## config.mk

```make
export PLATFORM = sky130hd
export DESIGN_NAME = ccr_ctrl
export DESIGN_NICKNAME = d
export VERILOG_FILES = /design/src/rtl/ccr_pkg.sv /design/src/rtl/ccr_ctrl.sv
export SDC_FILE = /design/constraint.sdc
export NUM_CORES = 1
export LEC_CHECK = 0
export BUFFER_PORTS_ARGS = -buffer_cell sky130_fd_sc_hd__buf_2
export CELL_PAD_IN_SITES_DETAIL_PLACEMENT = 2
export CELL_PAD_IN_SITES_GLOBAL_PLACEMENT = 2
export CORE_UTILIZATION = 28
export CTS_CLUSTER_DIAMETER = 30
export DETAILED_ROUTE_END_ITERATION = 16
export PLACE_DENSITY_LB_ADDON = 0.1
export SLEW_MARGIN = 20
export SYNTH_ARGS = -nofsm -noshare
export SYNTH_HDL_FRONTEND = slang
export SYNTH_SLANG_ARGS = --single-unit
```

## constraint.sdc

```tcl
create_clock -name clk -period 2.22 [get_ports clk]
set_clock_uncertainty 0.15 [all_clocks]
set_input_delay 0.222 -clock clk [delete_from_list [all_inputs] [get_ports clk]]
set_output_delay 0.222 -clock clk [all_outputs]
set_load 0.05 [all_outputs]
```

## src/rtl/ccr_pkg.sv

```systemverilog
// shared constants, command codes and control types for the circle collision block
`default_nettype none
package ccr_pkg;

    localparam int FRAC_BITS_DEF = 16;
    localparam int BOUNCE_BITS   = 16;
    localparam logic [16:0] BOUNCE_ONE = 17'd65536;

    // operand width of the shared multiplier and derived datapath widths
    localparam int MUL_W  = 35;
    localparam int PROD_W = 2 * MUL_W;
    localparam int ACC_W  = 40;
    localparam int DOT_W  = 62;

    localparam int SQRT_STEPS = 32;
    localparam int CNT_W      = 6;

    localparam int OP_W = 5;
    localparam logic [OP_W-1:0] OP_NOP     = 5'd0;
    localparam logic [OP_W-1:0] OP_LOAD_A  = 5'd1;
    localparam logic [OP_W-1:0] OP_LOAD_B  = 5'd2;
    localparam logic [OP_W-1:0] OP_SQ1     = 5'd3;
    localparam logic [OP_W-1:0] OP_SQ2     = 5'd4;
    localparam logic [OP_W-1:0] OP_RS2     = 5'd5;
    localparam logic [OP_W-1:0] OP_TEST    = 5'd6;
    localparam logic [OP_W-1:0] OP_SQRT    = 5'd7;
    localparam logic [OP_W-1:0] OP_DEPTH   = 5'd8;
    localparam logic [OP_W-1:0] OP_DIVSTEP = 5'd9;
    localparam logic [OP_W-1:0] OP_DIVY    = 5'd10;
    localparam logic [OP_W-1:0] OP_MPX     = 5'd11;
    localparam logic [OP_W-1:0] OP_MPY     = 5'd12;
    localparam logic [OP_W-1:0] OP_POSY    = 5'd13;
    localparam logic [OP_W-1:0] OP_MDX     = 5'd14;
    localparam logic [OP_W-1:0] OP_MDY     = 5'd15;
    localparam logic [OP_W-1:0] OP_DOT     = 5'd16;
    localparam logic [OP_W-1:0] OP_MJ      = 5'd17;
    localparam logic [OP_W-1:0] OP_DIVA    = 5'd18;
    localparam logic [OP_W-1:0] OP_DIVB    = 5'd19;
    localparam logic [OP_W-1:0] OP_MKA     = 5'd20;
    localparam logic [OP_W-1:0] OP_MKB     = 5'd21;
    localparam logic [OP_W-1:0] OP_MVAX    = 5'd22;
    localparam logic [OP_W-1:0] OP_MVAY    = 5'd23;
    localparam logic [OP_W-1:0] OP_MVBX    = 5'd24;
    localparam logic [OP_W-1:0] OP_MVBY    = 5'd25;
    localparam logic [OP_W-1:0] OP_VEND    = 5'd26;

    typedef struct packed {
        logic [OP_W-1:0] op;
        logic            sel;
    } cmd_t;

    typedef struct packed {
        logic overlap;
        logic iter_last;
        logic dist_zero;
        logic impulse;
    } stat_t;

endpackage
`default_nettype wire

```

## src/rtl/ccr_ctrl.sv

```systemverilog
// controller state machine sequencing the collision datapath
`default_nettype none
module ccr_ctrl (
    input  wire logic           clk,
    input  wire logic           rst_n,
    input  wire logic           in_valid,
    input  wire logic           mode,
    output logic                in_ready,
    output logic                out_valid,
    input  wire logic           out_ready,
    input  wire ccr_pkg::stat_t stat,
    output ccr_pkg::cmd_t       cmd
);

    localparam logic [5:0] S_IDLE     = 6'd0;
    localparam logic [5:0] S_SQ1      = 6'd1;
    localparam logic [5:0] S_SQ2      = 6'd2;
    localparam logic [5:0] S_RS2      = 6'd3;
    localparam logic [5:0] S_TEST     = 6'd4;
    localparam logic [5:0] S_SQRT     = 6'd5;
    localparam logic [5:0] S_DEPTH    = 6'd6;
    localparam logic [5:0] S_DIVX_RUN = 6'd7;
    localparam logic [5:0] S_DIVY     = 6'd8;
    localparam logic [5:0] S_DIVY_RUN = 6'd9;
    localparam logic [5:0] S_MPX      = 6'd10;
    localparam logic [5:0] S_MPY      = 6'd11;
    localparam logic [5:0] S_POSY     = 6'd12;
    localparam logic [5:0] S_MDX      = 6'd13;
    localparam logic [5:0] S_MDY      = 6'd14;
    localparam logic [5:0] S_DOT      = 6'd15;
    localparam logic [5:0] S_MJ       = 6'd16;
    localparam logic [5:0] S_DIVA     = 6'd17;
    localparam logic [5:0] S_DIVA_RUN = 6'd18;
    localparam logic [5:0] S_DIVB     = 6'd19;
    localparam logic [5:0] S_DIVB_RUN = 6'd20;
    localparam logic [5:0] S_MKA      = 6'd21;
    localparam logic [5:0] S_MKB      = 6'd22;
    localparam logic [5:0] S_MVAX     = 6'd23;
    localparam logic [5:0] S_MVAY     = 6'd24;
    localparam logic [5:0] S_MVBX     = 6'd25;
    localparam logic [5:0] S_MVBY     = 6'd26;
    localparam logic [5:0] S_VEND     = 6'd27;
    localparam logic [5:0] S_OUTA     = 6'd28;
    localparam logic [5:0] S_OUTB     = 6'd29;

    logic [5:0] state_reg, state_next;

    always_ff @(posedge clk or negedge rst_n)
    begin
        if (!rst_n)
            state_reg <= S_IDLE;
        else
            state_reg <= state_next;
    end

    always_comb
    begin
        state_next = state_reg;
        cmd.op     = ccr_pkg::OP_NOP;
        cmd.sel    = (state_reg == S_OUTB);
        in_ready   = 1'b0;
        out_valid  = 1'b0;
        case (state_reg)
            S_IDLE:
            begin
                in_ready = 1'b1;
                if (in_valid)
                begin
                    if (mode)
                    begin
                        cmd.op     = ccr_pkg::OP_LOAD_B;
                        state_next = S_SQ1;
                    end
                    else
                        cmd.op = ccr_pkg::OP_LOAD_A;
                end
            end
            S_SQ1: begin cmd.op = ccr_pkg::OP_SQ1; state_next = S_SQ2; end
            S_SQ2: begin cmd.op = ccr_pkg::OP_SQ2; state_next = S_RS2; end
            S_RS2: begin cmd.op = ccr_pkg::OP_RS2; state_next = S_TEST; end
            S_TEST:
            begin
                cmd.op     = ccr_pkg::OP_TEST;
                state_next = stat.overlap ? S_SQRT : S_OUTA;
            end
            S_SQRT:
            begin
                cmd.op = ccr_pkg::OP_SQRT;
                if (stat.iter_last)
                    state_next = S_DEPTH;
            end
            S_DEPTH:
            begin
                // coincident centres skip the normal, nothing moves
                cmd.op     = ccr_pkg::OP_DEPTH;
                state_next = stat.dist_zero ? S_OUTA : S_DIVX_RUN;
            end
            S_DIVX_RUN:
            begin
                cmd.op = ccr_pkg::OP_DIVSTEP;
                if (stat.iter_last)
                    state_next = S_DIVY;
            end
            S_DIVY: begin cmd.op = ccr_pkg::OP_DIVY; state_next = S_DIVY_RUN; end
            S_DIVY_RUN:
            begin
                cmd.op = ccr_pkg::OP_DIVSTEP;
                if (stat.iter_last)
                    state_next = S_MPX;
            end
            S_MPX:  begin cmd.op = ccr_pkg::OP_MPX;  state_next = S_MPY; end
            S_MPY:  begin cmd.op = ccr_pkg::OP_MPY;  state_next = S_POSY; end
            S_POSY: begin cmd.op = ccr_pkg::OP_POSY; state_next = S_MDX; end
            S_MDX:  begin cmd.op = ccr_pkg::OP_MDX;  state_next = S_MDY; end
            S_MDY:  begin cmd.op = ccr_pkg::OP_MDY;  state_next = S_DOT; end
            S_DOT:
            begin
                cmd.op     = ccr_pkg::OP_DOT;
                state_next = stat.impulse ? S_MJ : S_OUTA;
            end
            S_MJ:   begin cmd.op = ccr_pkg::OP_MJ;   state_next = S_DIVA; end
            S_DIVA: begin cmd.op = ccr_pkg::OP_DIVA; state_next = S_DIVA_RUN; end
            S_DIVA_RUN:
            begin
                cmd.op = ccr_pkg::OP_DIVSTEP;
                if (stat.iter_last)
                    state_next = S_DIVB;
            end
            S_DIVB: begin cmd.op = ccr_pkg::OP_DIVB; state_next = S_DIVB_RUN; end
            S_DIVB_RUN:
            begin
                cmd.op = ccr_pkg::OP_DIVSTEP;
                if (stat.iter_last)
                    state_next = S_MKA;
            end
            S_MKA:  begin cmd.op = ccr_pkg::OP_MKA;  state_next = S_MKB; end
            S_MKB:  begin cmd.op = ccr_pkg::OP_MKB;  state_next = S_MVAX; end
            S_MVAX: begin cmd.op = ccr_pkg::OP_MVAX; state_next = S_MVAY; end
            S_MVAY: begin cmd.op = ccr_pkg::OP_MVAY; state_next = S_MVBX; end
            S_MVBX: begin cmd.op = ccr_pkg::OP_MVBX; state_next = S_MVBY; end
            S_MVBY: begin cmd.op = ccr_pkg::OP_MVBY; state_next = S_VEND; end
            S_VEND: begin cmd.op = ccr_pkg::OP_VEND; state_next = S_OUTA; end
            S_OUTA:
            begin
                out_valid = 1'b1;
                if (out_ready)
                    state_next = S_OUTB;
            end
            S_OUTB:
            begin
                out_valid = 1'b1;
                if (out_ready)
                    state_next = S_IDLE;
            end
            default: state_next = S_IDLE;
        endcase
    end

endmodule
`default_nettype wire
```

==> results of run 1 <==
[final cells by class]
| type | count | share of cell area [%] |
|---|---|---|
| Inverter | 3 | 1.15 |
| Clock buffer | 4 | 2.68 |
| Timing Repair Buffer | 30 | 19.8 |
| Sequential cell | 5 | 13.3 |
| Multi-Input combinational cell | 91 | 59.3 |
| Tap cell | 30 | 3.83 |
[cell families after synthesis]
family	after synthesis	synth area share (%)
AOI/OAI and AO/OA	48	44.0
buffers and inverters	15	8.12
DFF	5	16.9
muxes	2	2.88
and+or+nand+nor	41	28.1
[repair_timing]
| action | 4_1_cts | 5_1_grt |
|---|---|---|
| gates resized for setup | 3 | 7 |
| hold endpoints to repair | 5 | 0 |
| setup endpoints to repair | 3 | 5 |
| pin swaps | 0 | 0 |
| buffers inserted | 0 | 2 |
| hold buffers | 1 | 0 |
[how the worst min path moves through the flow]
stage	from	endpoint	slack (ns)
final	rst_n	state_reg[1]	0.19
after global routing	rst_n	state_reg[0]	0.20
after CTS	rst_n	state_reg[3]	0.18
after detailed placement	rst_n	state_reg[0]	-0.11
after global placement	rst_n	state_reg[0]	-0.11
after floorplan	rst_n	state_reg[0]	-0.22
[cells in the mapped netlist (2+ instances only)]
cell type   n
clkbuf_1    8
a21o_1      2
a211oi_1    2
a2bb2oi_1   2
nand3_1     2
o22ai_1     2
o32a_1      2
o21ai_1     5
nand2b_1    4
a31oi_1     2
inv_1       2
dfrtp_1     5
a21oi_1    12
nand2_1    11
nand3b_1    2
nor2_1     11
nor2b_1     3
o21ai_0     9
o221ai_1    3
buf_2       3
o31ai_1     2
[layer usage]
layer / up-vias / global-route usage [%] / share of wire [%]
met5: - / 0 / 0
met4: 0 / 5.26 / 0.69
met3: 2 / 2.59 / 3.0
met2: 16 / 38.8 / 49
met1: 434 / 27.9 / 47
li1: 453 / - / -
[through the flow]
stage | instances | worst slack, ns
2_1_floorplan | 111 | 0.0317
3_3_place_gp | 156 | 0.195
3_5_place_dp | 156 | 0.193
4_1_cts | 161 | 0.00129
5_1_grt | 163 | 0.00210
6_report | 163 | 0.103
==> impl_metrics.env, run 1 <==
export IMPL_drtAntennaViolNets=0
export IMPL_grt_pass1_wl_um=4500
export IMPL_endpoint="in_ready"
export IMPL_portBuffers=16
export IMPL_antenna_found_initial=0
export IMPL_finalSetupViolations=0
export IMPL_dpl_instance_area_um2=907
export IMPL_dr_pass1_iters=4
export IMPL_layout_common_cells="buf_2 (15), buf_4 (13), a21oi_1 (11), nand2_1 (11), nor2_1 (10)"
export IMPL_cp_slowest_cell="or4_1"
export IMPL_htreeDepth=1
export IMPL_fp_dieW_um=53.4
export IMPL_place_hpwl_um=2100
export IMPL_cap_violations=0
export IMPL_synthesis_nets=120
export IMPL_yosysSeqAreaShare_pct=16.9
export IMPL_tightest_slew_ns=0.341
export IMPL_crit_start="state_reg[4]"
export IMPL_rsz0062_at_grt="no"
export IMPL_largest_register_ffs=5
export IMPL_cts_sinks=5
export IMPL_place_gp_congestion=0.809
export IMPL_critical_path_arrival_ns=1.74
export IMPL_final_common_cell="buf_2"
export IMPL_grt_pass1_vias=939
export IMPL_via_per_inst=5.55
export IMPL_status="complete, no violations"
export IMPL_antenna_cells=0
export IMPL_die_area_mm2=0.00285
export IMPL_crit_family="simple AND/OR/NAND/NOR gates"
export IMPL_relSlewSlack_pct=77.2
export IMPL_yosys_warnings=0
export IMPL_fin_nets=143
export IMPL_netlist_cell_type_count=38
export IMPL_start_util_pct=29.8
export IMPL_worstSetupPathType="reg -> out"
export IMPL_path_buf_inv=1
export IMPL_report_final_hold_viol_count=0
export IMPL_r2r_end="state_reg[0]"
export IMPL_end_kind="output port"
export IMPL_synthCells=111
export IMPL_cp_depth=3
export IMPL_synth_seq_cells=5
export IMPL_final_area_um2=980
export IMPL_min_period_over_period_pct=95.4
export IMPL_hold_slack_ns=0.190
export IMPL_drive_gt1_share_pct=34.6
export IMPL_drt_wl_total_um=2770
export IMPL_holdCritPathClass="in -> async"
export IMPL_die_h_um=53.4
export IMPL_cts_buffer_depth=2
export IMPL_worstPathMaxFanout=11
export IMPL_area_delta_synth_final_pct=32.5
export IMPL_post_route_util_pct=39.5
export IMPL_drt_iter0_drc=12
export IMPL_clkTransAtPathRegs_ns=0.05
export IMPL_routed_via_count=905
export IMPL_fmax_mhz=472
export IMPL_pin_count=17
export IMPL_tns_ns=0
export IMPL_synth_edf_count=0
export IMPL_worstSkewPairLatency_ns=0.24
export IMPL_reg2reg_from="state_reg[4]"
export IMPL_rrSetupSlack_ns=0.22
export IMPL_fin_crit_ns=2.12
export IMPL_fillCellCount=304
export IMPL_yosysTopAreaCell="dfrtp_1"
export IMPL_start_kind="flip-flop"
export IMPL_coreArea_mm2=0.00248
export IMPL_reg2regPathDepth=5
export IMPL_drc=0
export IMPL_worstPathRequired_ns=1.85
export IMPL_synthDominantCellAreaShare_pct=16.9
export IMPL_multi_input_area_um2=581
export IMPL_grt_start_max_net_pins=19
export IMPL_cts_tree="yes"
export IMPL_avgSynthCellArea_um2=6.66
export IMPL_path_cells="or4_1, nor2_1, buf_2"
export IMPL_synth_top_cells_by_area="dfrtp_1 (17%), a21oi_1 (8.1%), o21ai_0 (6.1%), nand2_1 (5.6%), nor2_1 (5.6%)"
export IMPL_max_stage_delay_ns=0.62
export IMPL_slew_violations=0
export IMPL_clock_root_buffer="clkbuf_4"
export IMPL_syn_area_um2=739
export IMPL_async_reset_ff_share_pct=100
export IMPL_fp_row_count=18
export IMPL_regArea_um2=130
export IMPL_cts_made_buffers=3
export IMPL_routedWlPerCell_um=17.0
export IMPL_synth_top_flop_cell="dfrtp_1"
export IMPL_grt_use_total_pct=22.0
export IMPL_overflow=0
Power of run 1 is not shown: default switching activity piles up to over one toggle a cycle in this logic, so the estimate is an artifact.
==> inputs of run 2 (changes only) <==
--- a/config.mk
+++ b/config.mk
@@ -6,12 +6,13 @@
 export NUM_CORES = 1
 export LEC_CHECK = 0
 export BUFFER_PORTS_ARGS = -buffer_cell sky130_fd_sc_hd__buf_2
+export CAP_MARGIN = 20
 export CELL_PAD_IN_SITES_DETAIL_PLACEMENT = 2
 export CELL_PAD_IN_SITES_GLOBAL_PLACEMENT = 2
 export CORE_UTILIZATION = 28
 export CTS_CLUSTER_DIAMETER = 30
 export DETAILED_ROUTE_END_ITERATION = 16
-export PLACE_DENSITY_LB_ADDON = 0.1
+export PLACE_DENSITY = 0.83
 export SLEW_MARGIN = 20
 export SYNTH_ARGS = -nofsm -noshare
 export SYNTH_HDL_FRONTEND = slang
==> run 2 against run 1 <==
  * Worst hold slack lost 0.0093 ns
  * Fmax down 2.0%
  * Core utilization down 2.2 points
  * First-iteration DRC count fell by 67%
  * Final area is 5.6% lower
  * Worst setup slack got worse by 0.042 ns
  * Non-clock buffer count is 7 lower
  * Critical path depth increased by 1
  * Die area unchanged
  * Routed wire length down 0.47%
==> impl_metrics.env, run 2 (same netlist as run 1, synthesis figures left out) <==
export IMPL_clkTransAtPathRegs_ns=0.05
export IMPL_routed_via_count=901
export IMPL_area_delta_synth_final_pct=25.0
export IMPL_cts_tree="yes"
export IMPL_routedWlPerCell_um=17.7
export IMPL_coreArea_mm2=0.00248
export IMPL_antenna_found_initial=0
export IMPL_min_period_over_period_pct=97.3
export IMPL_worstPathRequired_ns=1.85
export IMPL_finalSetupViolations=0
export IMPL_drc=0
export IMPL_multi_input_area_um2=581
export IMPL_reg2reg_from="state_reg[2]"
export IMPL_largest_register_ffs=5
export IMPL_worstSkewPairLatency_ns=0.24
export IMPL_place_gp_congestion=0.795
export IMPL_layout_common_cells="buf_2 (14), a21oi_1 (11), nand2_1 (11), nor2_1 (10), o21ai_0 (9)"
export IMPL_die_h_um=53.4
export IMPL_cts_made_buffers=3
export IMPL_grt_pass1_vias=906
export IMPL_htreeDepth=1
export IMPL_regArea_um2=129
export IMPL_start_kind="flip-flop"
export IMPL_critical_path_arrival_ns=1.79
export IMPL_drt_iter0_drc=4
export IMPL_fin_cells=156
export IMPL_place_hpwl_um=1990
export IMPL_grt_pass1_wl_um=4400
export IMPL_start_util_pct=29.8
export IMPL_dr_pass1_iters=4
export IMPL_fp_row_count=18
export IMPL_holdCritPathClass="in -> async"
export IMPL_tightest_slew_ns=0.377
export IMPL_via_per_inst=5.78
export IMPL_status="complete, no violations"
export IMPL_grt_start_max_net_pins=18
export IMPL_drive_gt1_share_pct=29.4
export IMPL_end_kind="output port"
export IMPL_antenna_cells=0
export IMPL_final_common_cell="buf_2"
export IMPL_drtAntennaViolNets=0
export IMPL_cap_violations=0
export IMPL_slew_violations=0
export IMPL_fin_crit_ns=2.16
export IMPL_relSlewSlack_pct=74.6
export IMPL_crit_start="state_reg[2]"
export IMPL_worstPathMaxFanout=10
export IMPL_fin_nets=136
export IMPL_die_area_mm2=0.00285
export IMPL_worstSetupPathType="reg -> out"
export IMPL_report_final_hold_viol_count=0
export IMPL_cts_buffer_depth=2
export IMPL_portBuffers=16
export IMPL_clock_root_buffer="clkbuf_4"
export IMPL_cts_sinks=5
export IMPL_placedCellCount=151
export IMPL_fp_dieW_um=53.4
export IMPL_rsz0062_at_grt="yes"
export IMPL_overflow=0
export IMPL_fillCellCount=305
export IMPL_grt_use_total_pct=21.1
export IMPL_fmax_mhz=463
export IMPL_drt_wl_total_um=2750
export IMPL_pin_count=17
[run 2: changes by cell type in the layout (fill, tap and decap cells not counted)]
| cell | delta |
|---|---|
| buf_2 | -1 |
| a211oi_1 | +1 |
| nor2_4 | +1 |
| buf_6 | -1 |
| dfrtp_1 | +1 |
| nor2_2 | -1 |
| clkbuf_4 | +2 |
| a211oi_2 | -1 |
| buf_4 | -7 |
| dfrtp_2 | -1 |
[run 2: path summary, 6_finish.rpt]
path / cells after the start / end / slack, ns
setup / recovery: 4 / cmd[3] / 0.06
hold / removal: 2 / state_reg[1] / 0.18
setup reg to reg: 6 / state_reg[0] / 0.15
hold reg to reg: 2 / state_reg[4] / 0.59
max in group asynchronous: 2 / state_reg[4] / 1.59
min in group clk: 4 / state_reg[4] / 0.25
[run 2: repair_timing]
action                     CTS  global route
resized for setup            4             4
setup buffers                0             0
hold buffers                 1             0
setup endpoints to repair    3             4
hold endpoints to repair     5             0
[run 2: through the flow]
stage	hold slack, ns	worst slack [ns]	cell area (µm²)	util, %	setup TNS (ns)
6_report	0.180	0.0607	925	37.3	0
4_1_cts	0.176	0.0704	912	36.8	0
3_5_place_dp	-0.106	0.173	870	35.1	0
3_3_place_gp	-0.110	0.216	870	35.1	0
5_1_grt	0.196	-0.0220	925	37.3	-0.0416
2_1_floorplan	-0.224	0.0317	756	-	0
[run 2: final cells by class]
class                   instances  area share (%)
multi-input cells              91            62.8
repair buffers                 23            15.2
flip-flops and latches          5            13.9
well taps                      30            4.06
clock buffers                   4            2.84
inverters                       3            1.22
[run 2: worst max-delay path: stages (launching register included)]
cell and delay (ns):
dfrtp_1 0.54, o21ai_0 0.26, mux2_2 0.33, o221ai_2 0.16, clkbuf_4 0.26
[run 2: layer usage]
layer	vias up	part of all wire, %	track usage [%]
li1	437	-	-
met1	448	50	29.6
met2	16	48	34.8
met3	0	2.1	1.72
met4	0	0	3.95
met5	-	0	0
Power of run 2 is left out for the same reason.
